**src/hdl/http_chunked_body_decoder_unit_assert.svh**
```systemverilog
// Assertion macros for the chunked body decoder.
`ifndef HTTP_CHUNKED_BODY_DECODER_UNIT_ASSERT_SVH
`define HTTP_CHUNKED_BODY_DECODER_UNIT_ASSERT_SVH

`ifndef SYNTH
`define HCBD_ASSERT_IMP(lbl, clk, rst_n, pre, post) \
    lbl: assert property (@(posedge clk) disable iff (!rst_n) (pre) |-> (post)) \
        else $error("hcbd assertion failed");
`define HCBD_ASSERT_NXT(lbl, clk, rst_n, pre, post) \
    lbl: assert property (@(posedge clk) disable iff (!rst_n) (pre) |=> (post)) \
        else $error("hcbd assertion failed");
`else
`define HCBD_ASSERT_IMP(lbl, clk, rst_n, pre, post)
`define HCBD_ASSERT_NXT(lbl, clk, rst_n, pre, post)
`endif

`endif

```
**src/hdl/hcbd_pkg.sv**
```systemverilog
`timescale 1ns / 1ps

package hcbd_pkg;

    localparam int SIZE_BITS_DEF = 32;

    localparam logic [7:0] CH_CR   = 8'h0D;
    localparam logic [7:0] CH_LF   = 8'h0A;
    localparam logic [7:0] CH_SEMI = 8'h3B;

    localparam logic [2:0] PH_SIZE    = 3'd0;
    localparam logic [2:0] PH_EXT     = 3'd1;
    localparam logic [2:0] PH_DATA    = 3'd2;
    localparam logic [2:0] PH_DATA_CR = 3'd3;
    localparam logic [2:0] PH_DATA_LF = 3'd4;
    localparam logic [2:0] PH_TRAILER = 3'd5;
    localparam logic [2:0] PH_DONE    = 3'd6;
    localparam logic [2:0] PH_ERROR   = 3'd7;

    localparam logic [1:0] ST_NEED = 2'd0;
    localparam logic [1:0] ST_DONE = 2'd1;
    localparam logic [1:0] ST_ERR  = 2'd2;

    localparam logic KIND_BYTE    = 1'b0;
    localparam logic KIND_RESTART = 1'b1;

    typedef struct packed {
        logic       data_valid;
        logic [7:0] data;
        logic [1:0] status;
    } t_result;

    // {ok, value}
    function automatic logic [4:0] hex_digit(input logic [7:0] c);
        logic [4:0] r;
        r = 5'd0;
        if (c >= 8'h30 && c <= 8'h39) begin
            r = {1'b1, 4'(c - 8'h30)};
        end else if (c >= 8'h61 && c <= 8'h66) begin
            r = {1'b1, 4'(c - 8'h57)};
        end else if (c >= 8'h41 && c <= 8'h46) begin
            r = {1'b1, 4'(c - 8'h37)};
        end
        return r;
    endfunction

endpackage

```
**src/hdl/hcbd_core.sv**
```systemverilog
`timescale 1ns / 1ps

module hcbd_core #(
    parameter int SIZE_BITS = hcbd_pkg::SIZE_BITS_DEF
) (
    input  logic             i_clk,
    input  logic             i_rst_n,
    input  logic             i_adv,
    input  logic             i_kind,
    input  logic [7:0]       i_byte,
    output hcbd_pkg::t_result o_result,
    output logic [2:0]       o_phase
);
    import hcbd_pkg::*;

    localparam logic [SIZE_BITS-1:0] CNT_ONE = {{(SIZE_BITS-1){1'b0}}, 1'b1};

    logic [2:0]           r_phase, n_phase;
    logic [SIZE_BITS-1:0] r_count, n_count;
    logic                 r_digit, n_digit;
    logic                 r_cr, n_cr;
    logic                 r_line, n_line;
    logic [4:0]           w_hex;
    t_result              w_res;

    assign w_hex = hex_digit(i_byte);

    always_comb begin
        n_phase = r_phase;
        n_count = r_count;
        n_digit = r_digit;
        n_cr    = r_cr;
        n_line  = r_line;
        w_res.data_valid = 1'b0;
        w_res.data       = 8'h00;
        if (i_kind == KIND_RESTART) begin
            n_phase = PH_SIZE;
            n_count = '0;
            n_digit = 1'b0;
            n_cr    = 1'b0;
            n_line  = 1'b0;
        end else begin
            unique case (r_phase)
                PH_SIZE, PH_EXT: begin
                    if (r_cr && i_byte == CH_LF) begin
                        n_cr = 1'b0;
                        if (!r_digit) begin
                            n_phase = PH_ERROR;
                        end else if (r_count == '0) begin
                            n_line  = 1'b0;
                            n_phase = PH_TRAILER;
                        end else begin
                            n_phase = PH_DATA;
                        end
                    end else if (r_phase == PH_EXT) begin
                        n_cr = (i_byte == CH_CR);
                    end else if (r_cr) begin
                        n_phase = PH_ERROR;
                    end else if (i_byte == CH_CR) begin
                        n_cr = 1'b1;
                    end else if (i_byte == CH_SEMI) begin
                        n_phase = r_digit ? PH_EXT : PH_ERROR;
                    end else if (!w_hex[4] || r_count[SIZE_BITS-1 -: 4] != 4'd0) begin
                        n_phase = PH_ERROR;
                    end else begin
                        n_count = {r_count[SIZE_BITS-5:0], w_hex[3:0]};
                        n_digit = 1'b1;
                    end
                end
                PH_DATA: begin
                    w_res.data_valid = 1'b1;
                    w_res.data       = i_byte;
                    n_count          = r_count - CNT_ONE;
                    if (r_count == CNT_ONE) begin
                        n_phase = PH_DATA_CR;
                    end
                end
                PH_DATA_CR: begin
                    n_phase = (i_byte == CH_CR) ? PH_DATA_LF : PH_ERROR;
                end
                PH_DATA_LF: begin
                    if (i_byte == CH_LF) begin
                        n_phase = PH_SIZE;
                        n_count = '0;
                        n_digit = 1'b0;
                        n_cr    = 1'b0;
                    end else begin
                        n_phase = PH_ERROR;
                    end
                end
                PH_TRAILER: begin
                    if (r_cr && i_byte == CH_LF) begin
                        n_cr = 1'b0;
                        if (!r_line) begin
                            n_phase = PH_DONE;
                        end else begin
                            n_line = 1'b0;
                        end
                    end else begin
                        if (r_cr || i_byte != CH_CR) begin
                            n_line = 1'b1;
                        end
                        n_cr = (i_byte == CH_CR);
                    end
                end
                PH_DONE: begin
                    n_phase = PH_DONE;
                end
                PH_ERROR: begin
                    n_phase = PH_ERROR;
                end
                default: begin
                    n_phase = PH_ERROR;
                end
            endcase
        end
        priority if (n_phase == PH_ERROR) begin
            w_res.status = ST_ERR;
        end else if (n_phase == PH_DONE) begin
            w_res.status = ST_DONE;
        end else begin
            w_res.status = ST_NEED;
        end
    end

    always_ff @(posedge i_clk) begin
        if (!i_rst_n) begin
            r_phase <= PH_SIZE;
            r_count <= '0;
            r_digit <= 1'b0;
            r_cr    <= 1'b0;
            r_line  <= 1'b0;
        end else if (i_adv) begin
            r_phase <= n_phase;
            r_count <= n_count;
            r_digit <= n_digit;
            r_cr    <= n_cr;
            r_line  <= n_line;
        end
    end

    assign o_result = w_res;
    assign o_phase  = r_phase;

endmodule

```
**src/hdl/http_chunked_body_decoder_unit.sv**
```systemverilog
// An accepted input beat passes through the input register and then the result register to the output.
// Throughput: one beat per cycle while the output is not stalled; the parser state updates once per beat.
// An input register and a result register part the two sides.
// Reset (synchronous, active low) empties both registers and rearms the
// parser at the start of a size line.
`timescale 1ns / 1ps
`include "http_chunked_body_decoder_unit_assert.svh"

module http_chunked_body_decoder_unit #(
    parameter int SIZE_BITS = hcbd_pkg::SIZE_BITS_DEF
) (
    input  logic       i_clk,
    input  logic       i_rst_n,
    input  logic       i_in_valid,
    output logic       o_in_stall,
    input  logic       i_kind,
    input  logic [7:0] i_byte_in,
    output logic       o_out_valid,
    input  logic       i_out_stall,
    output logic       o_data_valid,
    output logic [7:0] o_data_out,
    output logic [1:0] o_status
);
    import hcbd_pkg::*;

    logic       r_s1_valid, n_s1_valid;
    logic       r_s1_kind;
    logic [7:0] r_s1_byte;
    logic       r_out_valid, n_out_valid;
    t_result    r_out;
    t_result    w_res;
    logic [2:0] w_phase;
    logic       w_out_free;
    logic       w_adv;
    logic       w_in_acc;

    assign w_out_free = !r_out_valid || !i_out_stall;
    assign w_adv      = r_s1_valid && w_out_free;
    assign o_in_stall = r_s1_valid && !w_out_free;
    assign w_in_acc   = i_in_valid && !o_in_stall;

    hcbd_core #(
        .SIZE_BITS(SIZE_BITS)
    ) u_core (
        .i_clk   (i_clk),
        .i_rst_n (i_rst_n),
        .i_adv   (w_adv),
        .i_kind  (r_s1_kind),
        .i_byte  (r_s1_byte),
        .o_result(w_res),
        .o_phase (w_phase)
    );

    always_comb begin
        n_s1_valid = r_s1_valid;
        if (w_in_acc) begin
            n_s1_valid = 1'b1;
        end else if (w_adv) begin
            n_s1_valid = 1'b0;
        end
        n_out_valid = r_out_valid;
        if (w_adv) begin
            n_out_valid = 1'b1;
        end else if (!i_out_stall) begin
            n_out_valid = 1'b0;
        end
    end

    always_ff @(posedge i_clk) begin
        if (!i_rst_n) begin
            r_s1_valid  <= 1'b0;
            r_out_valid <= 1'b0;
        end else begin
            r_s1_valid  <= n_s1_valid;
            r_out_valid <= n_out_valid;
        end
    end

    always_ff @(posedge i_clk) begin
        if (w_in_acc) begin
            r_s1_kind <= i_kind;
            r_s1_byte <= i_byte_in;
        end
        if (w_adv) begin
            r_out <= w_res;
        end
    end

    assign o_out_valid  = r_out_valid;
    assign o_data_valid = r_out.data_valid;
    assign o_data_out   = r_out.data;
    assign o_status     = r_out.status;

    `HCBD_ASSERT_NXT(a_err_sticky, i_clk, i_rst_n, w_phase == PH_ERROR && !(w_adv && r_s1_kind == KIND_RESTART), w_phase == PH_ERROR)
    `HCBD_ASSERT_NXT(a_done_sticky, i_clk, i_rst_n, w_phase == PH_DONE && !(w_adv && r_s1_kind == KIND_RESTART), w_phase == PH_DONE)
    `HCBD_ASSERT_NXT(a_adv_out, i_clk, i_rst_n, w_adv, r_out_valid)
    `HCBD_ASSERT_IMP(a_data_need, i_clk, i_rst_n, r_out_valid && o_data_valid, o_status == ST_NEED)

endmodule

```
**config.mk**
```make
export PLATFORM = sky130hd
export DESIGN_NAME = http_chunked_body_decoder_unit
export DESIGN_NICKNAME = d
export VERILOG_FILES = /design/src/hdl/hcbd_pkg.sv /design/src/hdl/hcbd_core.sv /design/src/hdl/http_chunked_body_decoder_unit.sv
export VERILOG_INCLUDE_DIRS = /design/src /design/src/hdl
export SDC_FILE = /design/constraint.sdc
export NUM_CORES = 1
export LEC_CHECK = 0
export BUFFER_PORTS_ARGS = -buffer_cell sky130_fd_sc_hd__buf_4
export CORE_MARGIN = 1
export CORE_UTILIZATION = 42
export DETAILED_ROUTE_END_ITERATION = 10
export PLACE_DENSITY = 0.65
export SLEW_MARGIN = 40
export SYNTH_ARGS = -nofsm -noshare
export SYNTH_HDL_FRONTEND = slang
export SYNTH_SLANG_ARGS = --single-unit
```
**constraint.sdc**
```tcl
create_clock -name i_clk -period 3.1 [get_ports i_clk]
set_input_delay 0.31 -clock i_clk [delete_from_list [all_inputs] [get_ports i_clk]]
set_output_delay 0.31 -clock i_clk [all_outputs]
set_load 0.05 [all_outputs]
```
# == After elaboration in Yosys (flattened, before gate mapping) ==
# Cells that the tools add are included.
# totals
reg_bits,60
inputBits,13
out_inout_bits,13
word_cells,135
# classes
addsub,4
magnitude_cmp,6
n_eq_ne,26
n_mux,57
n_bitwise,1
reduce_logical,29
# ops
cell,count
32-bit 2-to-1 mux,8
32-bit one-hot mux with 3 select lines,1
3-bit 2-to-1 mux,14
"32-bit by 1-bit equality test with 1-bit output, second input constant",1
32-bit logical NOT,1
"32-bit by 1-bit subtractor with 32-bit output, second input constant",1
1-bit 2-to-1 mux,25
3-bit one-hot mux with 7 select lines,1
"3-bit equality test, second input constant",6
"3-bit != test, second input constant",6
9-bit AND reduction,2
"8-bit by 4-bit equality test with 1-bit output, second input constant",2
"8-bit by 7-bit >= comparator with 1-bit output, second input constant",2
"8-bit by 7-bit less-or-equal comparator with 1-bit output, second input constant",2
5-bit 2-to-1 mux,3
"3-bit by 2-bit != test with 1-bit output, second input constant",4
4-bit nonzero test,3
9-bit 2-to-1 mux,1
"8-bit by 6-bit equality test with 1-bit output, second input constant",1
"8-bit by 6-bit >= comparator with 1-bit output, second input constant",1
"8-bit by 6-bit less-or-equal comparator with 1-bit output, second input constant",1
"8-bit by 4-bit != test with 1-bit output, second input constant",1
"4-bit by 3-bit subtractor with 4-bit output, second input constant",2
1-bit logical AND,7
17 further kinds,27

# == Longest topological paths before layout ==
# depth
depth_word,17
ltp_mapped,10
ltp_nobuf,8

# == Hierarchy ==
# From an unflattened synthesis, not the netlist that was laid out.
# hier_totals
hier_cells,442
hier_area_um2,3728.6
# modules_own_cells
mod,instances,cells_each,area_each_um2,seq_area_each_um2
hcbd_core,1,414,3044.2,760.7
http_chunked_body_decoder_unit,1,28,684.4,640.6

# == Worst setup path after synthesis ==
# OpenSTA, ideal clock, no wires.
# synth_path
path_kind,flip-flop to flip-flop
from,reg r_s1_byte[0]
to,reg u_core.r_count[14]
setup_ps,116
t_arrival_ps,2333
path_slack_ps,651
stages_incl_launch_ff,11
n_path_buf,2
period_less_slack_ps,2449
path_cell_list,edfxtp_1 > inv_1 > ha_1 > nor4b_1 > a211o_1 > o221a_2 > o21a_1 > buf_2 > buf_4 > a21oi_1 > a31o_2
# synth_between
elab_chain_len,9
elab_cells_between_ends,24
# synth_lines
item,line_no,text
start: declaration,http_chunked_body_decoder_unit.sv:28,logic [7:0] r_s1_byte;
start signal: assignment,http_chunked_body_decoder_unit.sv:82,r_s1_byte <= i_byte_in;
8-bit by 7-bit >= comparator with 1-bit output or 8-bit by 7-bit less-or-equal comparator with 1-bit output (tied branches),hcbd_pkg.sv:41,end else if (c >= 8'h41 && c <= 8'h46) begin
1-bit logical AND,hcbd_pkg.sv:41,
5-bit 2-to-1 mux,hcbd_pkg.sv:41,
5-bit 2-to-1 mux,hcbd_pkg.sv:39,end else if (c >= 8'h61 && c <= 8'h66) begin
5-bit 2-to-1 mux,hcbd_pkg.sv:37,if (c >= 8'h30 && c <= 8'h39) begin
1-bit logical NOT,hcbd_core.sv:63,end else if (!w_hex[4] || r_count[SIZE_BITS-1 -: 4] != 4'd0) begin
1-bit logical OR,hcbd_core.sv:63,
3-bit != test (no line),-,
9-bit AND reduction (no line) (*),-,
end signal: assignment,hcbd_core.sv:135,r_count <= n_count;
end: declaration,hcbd_core.sv:19,"logic [SIZE_BITS-1:0] r_count, n_count;"
# Every way passes the cells marked *; elsewhere a longest branch is shown, timed or not.
# A chain may end at the register's enable or synchronous reset.

# == Worst setup path after layout ==
# layout_path
from,reg r_s1_byte[0]
to,reg u_core.r_count[9]
# Same word-level chain as after synthesis.

==> qor.csv <==
stage;metric;value;unit
timing;Pins Over Slew Limit;0;
layout;commonest cells after routing, fill and taps aside;nand2_1, dfxtp_1, buf_4, a21oi_1, nor2_1;
floorplan;# rows;33;
timing;RSZ-0062 raised after global routing;no;
layout;footprint of the multi-input gates;0.00209;mm2
synthesis;dominant cells by area after synthesis;dfxtp_1, edfxtp_1, nand2_1;
timing;post-route clock period utilization;89.2;%
synthesis;Cell variety after synth;70;
layout;net total in the final layout;483;
global_route;met3 Use GR;4.63;%
synthesis;#FFs+latches synth;60;
cts;Hold Buf Count CTS;0;
layout;# diodes;0;
synthesis;Synth async-reset ratio;0;%
floorplan;Starting Density;44.0;%
cts;Clock Pin Slew Worst Setup and Hold Paths;70;ps
power;peak supply drop;0.242;mV
timing;Rel. slew slack;53.1;%
floorplan;die height;95.5;um
run_status;status;complete, no violations;
routing;vias per inst;6.18;
critical_path;startpoint types;flop;
placed_design;worst slack, placed;426;ps
layout;area delta synth->final;15.8;%
layout;non-filler cells in the finished layout;574;
global_route;total track usage;22.8;%
floorplan;die footprint;0.00912;mm2
cts;Clock Latency Late Sink;350;ps
cts;CTS sink count;60;
timing;Final TNS setup;0;ps
placed_design;GP Congestion;0.971;
placed_design;Placed Cells incl. Taps;558;
cts;Root Driver;clkbuf_8;
global_route;number of global-route vias before repair;3224;
cts;TritonCTS Buffers;9;
layout;Core Util, Final;50.9;%
synthesis;Post-synth top flop;dfxtp_1;
timing;Least-Margin Pin Slew;697;ps
synthesis;Mapped Nets;462;
synthesis;total number of yosys warnings;0;
critical_path;Req. time, crit path;3350;ps
placed_design;DP HPWL;6600;um
routing;DR WL/cell;17.0;um
synthesis;cell taking the most area after synthesis;dfxtp_1;
synthesis;sequential fraction of the synthesis area;38.2;%
critical_path;critical path class;reg -> reg;
layout;most common cell after layout, fill and taps aside;nand2_1;
layout;FF/Latch Area;0.00140;mm2
timing;final hold slack;131;ps
cts;# resized after CTS;0;
global_route;first-pass GRT wire length;15900;um
cts;CTS H-Tree Depth;3;
synthesis;Avg Inst Size Synth;8.28;um2
global_route;met1 GRT Util;30.8;%
timing;Fin. Hold Viols;0;
cts;TritonCTS clock tree;done;
routing;1st-pass router iterations;5;
timing;FMAX;362;MHz
placed_design;# port buffers;25;
power;P_leak;0.00159;uW
min_path;HP Class;in -> reg;
global_route;met2 usage;36.1;%
routing;Post-route DRC;0;
cts;clock buffer depth;2;
critical_path;crit path DAT;3010;ps
global_route;GR Overflow Total;0;
timing;setup ws final;336;ps
flow_run;maxcap violations;0;
floorplan;area of the core;0.00834;mm2
layout;# fillers;804;
timing;Final Setup Violations;0;
cts;setup bufs post-CTS;0;
critical_path;nature of the critical path endpoint;flop;
routing;Iteration-0 DRC Markers;273;
timing;fin crit period;2760;ps
routing;routed wire length;9790;um
floorplan;Die Wd;95.5;um
power;PwrDens;522;mW/mm2
global_route;layer carrying the most global-route usage;met2;
global_route;largest net degree at the start of global routing;31;
critical_path;CP max FO;11;
layout;share of cells above drive strength 1;16.2;%
synthesis;Post-synth EDFFs;20;
routing;Routed Antenna Nets;0;
synthesis;Yosys top cell area share;21.8;%
synthesis;Post-Synthesis Cells;443;
timing;skew final;9.85;ps
synthesis;synthesized area;0.00367;mm2
floorplan;# IOs;26;
routing;vias;3550;
global_route;initial antenna violation count;0;
[flip-flops by register name, summed over array words and instances (netlist names)]
| signal | cells |
|---|---|
| u_core.o_phase | 3 |
| u_core.r_count | 32 |
| o_status | 2 |
| u_core.r_digit | 1 |
| u_core.r_cr | 1 |
| o_data_out | 8 |
| r_s1_byte | 8 |
| r_s1_kind | 1 |
| o_out_valid | 1 |
| u_core.r_line | 1 |
| r_s1_valid | 1 |
| o_data_valid | 1 |
[layer usage]
metal,vias up,wire length (um)
met5,-,0
met4,0,139
met3,14,573
met2,138,4510
met1,1688,4560
li1,1710,-
[critical path, stage by stage (launching register included)]
cell and delay [ps]:
edfxtp_1 480, inv_1 150, ha_1 150, nor4b_1 290
buf_4 210, a211o_1 200, o221a_2 220, o21a_1 450
buf_4 240, a21oi_1 60, a31o_2 210
[synth_stat cells (6+ instances only)]
master,count
clkbuf_1,19
o32ai_1,6
dfxtp_1,40
nand2_1,51
and3_1,6
nand3_1,14
ha_1,6
or3_1,11
a31o_2,6
a21oi_1,36
nor3_1,20
a31oi_1,9
edfxtp_1,20
inv_1,11
o21ai_0,30
nor2_1,33
and2_1,10
[layout make-up]
| class | instances | share of cell area [%] |
|---|---|---|
| multi-input combinational | 342 | 49.3 |
| sequential | 60 | 33.0 |
| timing repair buffer | 39 | 7.19 |
| clock inverter | 7 | 3.45 |
| tap | 105 | 3.09 |
| clock buffer | 9 | 2.92 |
| inverter | 12 | 1.06 |
[path summary, 6_finish.rpt]
kind / cells after the start / to / slack [ps] / start
worst max-delay path: 10 / u_core.r_count[9] / 340 / r_s1_byte[0]
worst min-delay path: 1 / r_s1_byte[1] / 130 / i_byte_in[1]
worst max register to register: 10 / u_core.r_count[9] / 340 / r_s1_byte[0]
worst min register to register: 2 / u_core.r_count[1] / 490 / u_core.r_count[1]
[cells by family (layout without fill, tap and decap cells)]
kind of cell,count (synthesis),count (layout),share of synthesized area (%)
adder cells (fa/ha/maj),6,6,2.05
AO/OA/AOI/OAI,142,142,26.0
flip-flops,60,60,38.2
buffers and inverters,41,67,4.84
AND/OR/NAND/NOR,187,187,27.2
XOR/XNOR,7,7,1.67
[power breakdown]
part	total [uW]	switching (uW)	internal (uW)
Clock	970	348	622
Combinational	371	238	133
Sequential	874	33.3	841
[stage by stage]
step / cell area [um2] / total power (uW)
detailed placement: 3980 / 1260
floorplan: 3670 / 1150
global placement: 3980 / 1260
global route: 4250 / 2300
CTS: 4250 / 2220
finish: 4250 / 2220
Note: power is estimated with default switching activity, not from simulation.
